<file path="src/rtl/upd_pkg.sv">
// Shared types, constants and character helpers for the URL percent decoder.
package upd_pkg;

  localparam int unsigned ByteW       = 8;
  localparam int unsigned PendDepth   = 5;
  localparam int unsigned ResMax      = 6;
  localparam int unsigned NumW        = 3;
  localparam int unsigned QueueDepthDef = 2;

  localparam logic [ByteW-1:0] CharPct   = 8'h25;
  localparam logic [ByteW-1:0] CharPlus  = 8'h2B;
  localparam logic [ByteW-1:0] CharSpace = 8'h20;
  localparam logic [ByteW-1:0] CharULow  = 8'h75;
  localparam logic [ByteW-1:0] CharUUp   = 8'h55;

  localparam logic [15:0] Utf8Max1 = 16'h007F;
  localparam logic [15:0] Utf8Max2 = 16'h07FF;
  localparam logic [ByteW-1:0] Utf8Lead2 = 8'hC0;
  localparam logic [ByteW-1:0] Utf8Lead3 = 8'hE0;
  localparam logic [ByteW-1:0] Utf8Cont  = 8'h80;

  // One request from the front to the back: the bytes it releases.
  typedef struct packed {
    logic [ResMax-1:0][ByteW-1:0] bytes;
    logic [NumW-1:0]              num;
    logic                         last;
  } cmd_t;

  function automatic logic hex_ok(input logic [ByteW-1:0] c);
    hex_ok = (c inside {[8'h30:8'h39], [8'h41:8'h46], [8'h61:8'h66]});
  endfunction

  function automatic logic [3:0] hex_val(input logic [ByteW-1:0] c);
    logic [ByteW-1:0] t;
    t = 8'h00;
    if (c inside {[8'h30:8'h39]}) begin
      t = c - 8'h30;
    end else if (c inside {[8'h41:8'h46]}) begin
      t = c - 8'h37;
    end else if (c inside {[8'h61:8'h66]}) begin
      t = c - 8'h57;
    end
    hex_val = t[3:0];
  endfunction

  function automatic logic is_u(input logic [ByteW-1:0] c);
    is_u = (c == CharULow) || (c == CharUUp);
  endfunction

endpackage

</file>
<file path="src/rtl/url_percent_decoder.sv">
// Top level of the streaming URL percent decoder.
//
// Slave stream: one encoded character per request in s_axis_tdata_i, with
// s_axis_tlast_i on the last character of a string. Master stream: decoded
// bytes in m_axis_tdata_o, m_axis_tlast_o on the last decoded byte.
// '+' gives a space, %XX gives one byte, %uXXXX gives one to three UTF-8
// bytes; a broken escape passes its '%' literally and the bytes after it are
// decoded again, and an escape open at end of string is flushed literally.
// The front end accepts a character every cycle while the request queue has
// room; every character that does not open or extend an escape queues a
// request of one to six bytes. The back end sends one byte per cycle while
// the receiver is ready, so a request holds the output until its bytes are
// all sent; a byte is registered in the request queue before it can leave.
// When the receiver stalls, the queue fills and s_axis_tready_o drops.
// Reset empties the queue and clears any partly collected escape.
module url_percent_decoder
  import upd_pkg::*;
#(
  parameter int unsigned QueueDepth = QueueDepthDef
) (
  input  logic             clk_i,
  input  logic             rst_ni,
  input  logic             s_axis_tvalid_i,
  output logic             s_axis_tready_o,
  input  logic [ByteW-1:0] s_axis_tdata_i,   // [7:0] in_byte
  input  logic             s_axis_tlast_i,
  output logic             m_axis_tvalid_o,
  input  logic             m_axis_tready_i,
  output logic [ByteW-1:0] m_axis_tdata_o,   // [7:0] out_byte
  output logic             m_axis_tlast_o
);

  logic push, pop, q_full, q_valid;
  cmd_t cmd, head;

  upd_front u_front (
    .clk_i      (clk_i),
    .rst_ni     (rst_ni),
    .in_valid_i (s_axis_tvalid_i),
    .in_byte_i  (s_axis_tdata_i),
    .in_last_i  (s_axis_tlast_i),
    .q_full_i   (q_full),
    .in_ready_o (s_axis_tready_o),
    .push_o     (push),
    .cmd_o      (cmd)
  );

  upd_queue #(
    .Depth (QueueDepth)
  ) u_queue (
    .clk_i   (clk_i),
    .rst_ni  (rst_ni),
    .push_i  (push),
    .cmd_i   (cmd),
    .pop_i   (pop),
    .full_o  (q_full),
    .valid_o (q_valid),
    .head_o  (head)
  );

  upd_back u_back (
    .clk_i       (clk_i),
    .rst_ni      (rst_ni),
    .q_valid_i   (q_valid),
    .head_i      (head),
    .pop_o       (pop),
    .out_valid_o (m_axis_tvalid_o),
    .out_ready_i (m_axis_tready_i),
    .out_byte_o  (m_axis_tdata_o),
    .out_last_o  (m_axis_tlast_o)
  );

endmodule

</file>
<file path="src/rtl/upd_front.sv">
// Front end: tracks the escape prefix and turns each input byte that does not open or extend an escape into a request.
module upd_front
  import upd_pkg::*;
(
  input  logic             clk_i,
  input  logic             rst_ni,
  input  logic             in_valid_i,
  input  logic [ByteW-1:0] in_byte_i,
  input  logic             in_last_i,
  input  logic             q_full_i,
  output logic             in_ready_o,
  output logic             push_o,
  output cmd_t             cmd_o
);

  logic [ByteW-1:0] pend_q [PendDepth];
  logic [NumW-1:0]  cnt_q, cnt_d;

  logic             accept;
  logic             hex_c, u_c, pend_u;
  logic             cont, done2, done5, hold, restart;
  logic [ByteW-1:0] cmap;
  logic [15:0]      cp;

  assign in_ready_o = !q_full_i;
  assign accept     = in_valid_i && !q_full_i;
  assign push_o     = accept && (cmd_o.num != '0);

  always_comb begin
    cmap   = (in_byte_i == CharPlus) ? CharSpace : in_byte_i;
    hex_c  = hex_ok(in_byte_i);
    u_c    = is_u(in_byte_i);
    pend_u = is_u(pend_q[1]);
    cont   = 1'b0;
    done2  = 1'b0;
    done5  = 1'b0;
    case (cnt_q)
      3'd1: cont = hex_c || u_c;
      3'd2: begin
        if (pend_u) begin
          cont = hex_c;
        end else begin
          done2 = hex_c;
        end
      end
      3'd3, 3'd4: cont = hex_c;
      3'd5: done5 = hex_c;
      default: cont = 1'b0;
    endcase
    hold    = cont && !in_last_i;
    restart = !cont && !done2 && !done5 && (in_byte_i == CharPct) && !in_last_i;
    cp      = {hex_val(pend_q[2]), hex_val(pend_q[3]), hex_val(pend_q[4]),
               hex_val(in_byte_i)};

    cmd_o.bytes = '0;
    cmd_o.num   = '0;
    cmd_o.last  = in_last_i;
    if (done2) begin
      cmd_o.bytes[0] = {hex_val(pend_q[1]), hex_val(in_byte_i)};
      cmd_o.num      = 3'd1;
    end else if (done5) begin
      if (cp <= Utf8Max1) begin
        cmd_o.bytes[0] = cp[7:0];
        cmd_o.num      = 3'd1;
      end else if (cp <= Utf8Max2) begin
        cmd_o.bytes[0] = Utf8Lead2 | {3'b000, cp[10:6]};
        cmd_o.bytes[1] = Utf8Cont | {2'b00, cp[5:0]};
        cmd_o.num      = 3'd2;
      end else begin
        cmd_o.bytes[0] = Utf8Lead3 | {4'b0000, cp[15:12]};
        cmd_o.bytes[1] = Utf8Cont | {2'b00, cp[11:6]};
        cmd_o.bytes[2] = Utf8Cont | {2'b00, cp[5:0]};
        cmd_o.num      = 3'd3;
      end
    end else if (!hold) begin
      // broken or flushed prefix goes out literally, then the new byte fresh unless it opens a new escape
      for (int i = 0; i < PendDepth; i++) begin
        cmd_o.bytes[i] = (NumW'(i) < cnt_q) ? pend_q[i] : cmap;
      end
      cmd_o.bytes[ResMax-1] = cmap;
      cmd_o.num = restart ? cnt_q : NumW'(cnt_q + 3'd1);
    end

    if (hold) begin
      cnt_d = NumW'(cnt_q + 3'd1);
    end else if (restart) begin
      cnt_d = 3'd1;
    end else begin
      cnt_d = '0;
    end
  end

  always_ff @(posedge clk_i or negedge rst_ni) begin
    if (!rst_ni) begin
      cnt_q <= '0;
    end else if (accept) begin
      cnt_q <= cnt_d;
    end
  end

  always_ff @(posedge clk_i) begin
    if (accept) begin
      for (int i = 0; i < PendDepth; i++) begin
        if ((hold && cnt_q == NumW'(i)) || (restart && i == 0)) begin
          pend_q[i] <= in_byte_i;
        end
      end
    end
  end

endmodule

</file>
<file path="src/rtl/upd_queue.sv">
// Request queue between the front and back ends.
module upd_queue
  import upd_pkg::*;
#(
  parameter int unsigned Depth = QueueDepthDef
) (
  input  logic clk_i,
  input  logic rst_ni,
  input  logic push_i,
  input  cmd_t cmd_i,
  input  logic pop_i,
  output logic full_o,
  output logic valid_o,
  output cmd_t head_o
);

  localparam int unsigned PtrW = (Depth > 1) ? $clog2(Depth) : 1;
  localparam int unsigned CntW = $clog2(Depth + 1);

  cmd_t            mem_q [Depth];
  logic [PtrW-1:0] wr_q, rd_q;
  logic [CntW-1:0] cnt_q;

  assign full_o  = (cnt_q == CntW'(Depth));
  assign valid_o = (cnt_q != '0);
  assign head_o  = mem_q[rd_q];

  always_ff @(posedge clk_i or negedge rst_ni) begin
    if (!rst_ni) begin
      wr_q  <= '0;
      rd_q  <= '0;
      cnt_q <= '0;
    end else begin
      if (push_i) begin
        wr_q <= (wr_q == PtrW'(Depth - 1)) ? '0 : PtrW'(wr_q + 1'b1);
      end
      if (pop_i) begin
        rd_q <= (rd_q == PtrW'(Depth - 1)) ? '0 : PtrW'(rd_q + 1'b1);
      end
      if (push_i && !pop_i) begin
        cnt_q <= CntW'(cnt_q + 1'b1);
      end else if (pop_i && !push_i) begin
        cnt_q <= CntW'(cnt_q - 1'b1);
      end
    end
  end

  always_ff @(posedge clk_i) begin
    if (push_i) begin
      mem_q[wr_q] <= cmd_i;
    end
  end

endmodule

</file>
<file path="src/rtl/upd_back.sv">
// Back end: sends the bytes of the head request one per cycle while the receiver is ready.
module upd_back
  import upd_pkg::*;
(
  input  logic             clk_i,
  input  logic             rst_ni,
  input  logic             q_valid_i,
  input  cmd_t             head_i,
  output logic             pop_o,
  output logic             out_valid_o,
  input  logic             out_ready_i,
  output logic [ByteW-1:0] out_byte_o,
  output logic             out_last_o
);

  logic [NumW-1:0] idx_q;
  logic            at_end, fire;

  assign at_end      = (idx_q == NumW'(head_i.num - 3'd1));
  assign fire        = q_valid_i && out_ready_i;
  assign pop_o       = fire && at_end;
  assign out_valid_o = q_valid_i;
  assign out_byte_o  = head_i.bytes[idx_q];
  assign out_last_o  = head_i.last && at_end;

  always_ff @(posedge clk_i or negedge rst_ni) begin
    if (!rst_ni) begin
      idx_q <= '0;
    end else if (fire) begin
      idx_q <= at_end ? '0 : NumW'(idx_q + 3'd1);
    end
  end

endmodule

</file>
<file path="config.mk">
export PLATFORM = sky130hd
export DESIGN_NAME = url_percent_decoder
export DESIGN_NICKNAME = d
export VERILOG_FILES = /design/src/rtl/upd_pkg.sv /design/src/rtl/url_percent_decoder.sv /design/src/rtl/upd_front.sv /design/src/rtl/upd_queue.sv /design/src/rtl/upd_back.sv
export SDC_FILE = /design/constraint.sdc
export NUM_CORES = 1
export LEC_CHECK = 0
export ABC_AREA = 0
export BUFFER_PORTS_ARGS = -buffer_cell sky130_fd_sc_hd__buf_2
export CAP_MARGIN = 10
export CORE_MARGIN = 3
export CORE_UTILIZATION = 51
export DETAILED_ROUTE_END_ITERATION = 16
export PLACE_DENSITY = 0.77
export SETUP_SLACK_MARGIN = 0.02
export SYNTH_ARGS = -nofsm -noshare
export SYNTH_HDL_FRONTEND = slang
export SYNTH_SLANG_ARGS = --single-unit
</file>
<file path="constraint.sdc">
create_clock -name clk_i -period 5.88 [get_ports clk_i]
set_input_delay 1.764 -clock clk_i [delete_from_list [all_inputs] [get_ports clk_i]]
set_output_delay 1.764 -clock clk_i [all_outputs]
set_load 0.03 [all_outputs]
</file>
==> flow_metrics.tcl <==
set metrics [dict create \
    io_buffer_count 23 \
    place.gp.congestion 0.9508 \
    nFillCells 1240 \
    comb_power_share 0.301 \
    cts-resized-gates 0 \
    avgSynthCellArea_um2 12.39 \
    antenna_found_initial 0 \
    vias_per_cell 6.243 \
    finalSetupViolations 0 \
    grt_pass1_wl_um 31420 \
    synthArstFlopShare 0.06494 \
    r2r-start "u_front.pend_q[0][24]" \
    die_area_mm2 0.01774 \
    postRouteAntennaNets 0 \
    netlist_top_cells_count "144 x edfxtp_1, 69 x nor2_1, 51 x a21oi_1, 51 x nand2_1, 37 x mux2i_1" \
    hold_buffers 0 \
    dp_hpwl_um 14470 \
    wl_per_cell_um 22.32 \
    hold_path.class "flip-flop to flip-flop" \
    fmax_ghz 0.2107 \
    synth_ff_type "edfxtp_1" \
    grt_remaining_overflow 0 \
    cp.required_ps 5990 \
    wl_um 20290 \
    p_clk_frac 0.275 \
    finalCriticalPeriod_ps 4746 \
    yosysMostFrequentCell "edfxtp_1" \
    ff2ff_path_depth 13 \
    die_h_um 133.2 \
    p_int_w 0.002471 \
    track_usage 0.2336 \
    synth-edff-count 144 \
    worstSetupStartpointType "input port" \
    grt_max_degree 53 \
    cts_setup_buffers 0 \
    crit_type "input port to flip-flop" \
    clk_pin_slew_worst_paths_ps 60 \
    fin_ws_ps 1134 \
    synth_area_mm2 0.008253 \
    syn_inst 666 \
    fin_util 0.5893 \
    r2r-end "u_queue.cnt_q[1]" \
    crit_arrival_ps 4850 \
    core_mm2 0.01554 \
    endpoint_kind "flip-flop" \
    crit_start "s_axis_tdata_i[1]" \
    stdcell_area_mm2 0.009158 \
    fin_nets 725 \
    start_util 0.5311 \
    place_ws_ps 754.1 \
    cts_tree "built" \
    synth.distinct_cells 66 \
    drc 0 \
    finalMaxSlewViolations 0 \
    critPathMaxFanout 52 \
    outcome "finished clean" \
    top_layer "met4" \
    ioPinCount 24 \
    whs_path_depth 1 \
    drive_gt1_frac 0.1648 \
    cp-endpoint "u_queue.mem_q[0][20]" \
    ys_ff_latch 154 \
    fin_worst_skew_ps 11.46 \
    via_count 5675 \
    clk_latency_ps 440 \
    place_area_mm2 0.008592 \
    rows 45 \
    rsz0062_at_grt "no" \
    finalSetupTns_ps 0 \
    ys_seq_area_frac 0.5543 \
    synthToLayoutAreaGrowth_pct 10.96 \
    ys.warnings.count 0 \
    maxSlewHeadroom 0.3364 \
    cts_root_buf "clkbuf_16" \
    met1_length_um 9019 \
    diodes 0 \
    synthDominantCellAreaShare 0.5240 \
    drt_iter0_markers 600 \
    synthTopCellsByArea "edfxtp_1 52%, mux4_2 6.5%, mux2i_1 4.5%" \
    clock_sinks 154 \
    die_w_um 133.2 \
    dr_wl_met2_um 9348 \
    cts_buffers 17 \
    p_sw_frac 0.3376 \
    cts_max_level 4 \
    grt_pass1_vias 5385 \
    p_switching_w 0.001259 \
    power_density_mw_per_mm2 407.3 \
    report.final.hold_viol_count 0 \
    dr.pass1.iters 6 \
    finalCritPeriodShare 0.8072 \
    leakagePower_nw 3.321 \
    regToRegSetupSlack_ps 2190 \
    yosysTopAreaCell "edfxtp_1" \
    synth_nets 706 \
    vdd_drop_max_v 0.0003453 \
    met3_length_um 1557 \
    worst_pin_slew_ps 995.5 \
    cts_buffer_depth 2 \
    maxCapViolCount 0 \
    p_seq_frac 0.424 \
]
[how the worst min path moves through the flow]
stage          slack [ps]              from                to
6_report              550      u_queue.wr_q      u_queue.wr_q
3_5_place_dp          540  u_queue.cnt_q[1]  u_queue.cnt_q[1]
2_1_floorplan         460  u_queue.cnt_q[1]  u_queue.cnt_q[1]
5_1_grt               570  u_queue.cnt_q[1]  u_queue.cnt_q[1]
3_3_place_gp          530      u_queue.wr_q      u_queue.wr_q
4_1_cts               550  u_queue.cnt_q[1]  u_queue.cnt_q[1]
[layout by cell type, fill, tap and decap left out, types with 4 or more instances in the layout]
| cell type | n |
|---|---|
| inv_1 | 29 |
| buf_4 | 8 |
| nand2b_1 | 7 |
| a31oi_1 | 6 |
| o21ai_0 | 25 |
| ha_1 | 27 |
| mux4_2 | 24 |
| xnor2_1 | 7 |
| nor3_1 | 10 |
| inv_6 | 4 |
| clkinv_4 | 4 |
| nor2b_1 | 10 |
| nor4_1 | 4 |
| nand3_1 | 7 |
| xor2_1 | 8 |
| nor2_1 | 69 |
| edfxtp_1 | 144 |
| dfrtp_1 | 9 |
| a211oi_1 | 7 |
| a22oi_1 | 5 |
| buf_2 | 23 |
| a21oi_1 | 51 |
| and3_1 | 4 |
| nand2_1 | 51 |
| clkbuf_16 | 17 |
| o22ai_1 | 10 |
| mux2i_1 | 37 |
| o21bai_1 | 4 |
| mux2_2 | 8 |
[cell families (layout without fill, tap and decap cells)]
group,Yosys count,count (layout),synth area share
adders and majority gates,27,27,0.04093
muxes,69,69,0.1213
xor gates and xnor gates,15,15,0.01592
and+or+nand+nor,193,193,0.1170
DFF,154,154,0.5543
buffers and inverters,62,94,0.03199
AOI/OAI and AO/OA,146,146,0.1186
[critical path, cell delays in order]
cell and delay, ps:
buf_2 240, inv_1 130, ha_1 250, nor4b_4 330, nor2_2 100, a211oi_4 460
a211o_1 240, nand2_1 290, o22a_1 320, a31oi_4 200, nor2b_4 210, buf_12 280
[power by group through the flow]
stage	registers (W)	logic (W)	clock network [W]
floorplan	0.00153	0.000878	0
global placement	0.00159	0.00111	0
detailed placement	0.00160	0.00113	0
CTS	0.00158	0.00114	0.00104
global route	0.00160	0.00121	0.00109
finish	0.00158	0.00112	0.00103
[state kept, by name, indices dropped and copies added, names as in the netlist]
name,count
u_queue.rd_q,1
u_queue.mem_q,104
u_back.idx_q,3
u_front.cnt_q,3
u_queue.cnt_q,2
u_queue.wr_q,1
u_front.pend_q,40
[metrics by stage]
stage | hold slack (ps) | instances | power (W)
after floorplan | 455.9 | 666 | 0.002403
after global placement | 528.8 | 877 | 0.002694
after detailed placement | 540.4 | 877 | 0.002732
after CTS | 549.6 | 909 | 0.003756
after global routing | 574.4 | 909 | 0.003902
final | 547.0 | 909 | 0.003730
[per-layer routing]
metal | global-route usage | up-vias
met4 | 0.05943 | 0
li1 | - | 2560
met1 | 0.3406 | 2799
met3 | 0.05325 | 35
met2 | 0.3586 | 281
met5 | 0 | -
[area by class of cell]
class                           count  area [um2]  share of cell area
Clock buffer                       18       429.2             0.04686
Multi-Input combinational cell    450        3428              0.3744
Clock inverter                     14       136.4             0.01489
Inverter                           29       108.9             0.01189
Tap cell                          211       264.0             0.02883
Sequential cell                   154        4576              0.4997
Timing Repair Buffer               33       215.2             0.02350
Note: power is estimated with default switching activity, not from simulation.
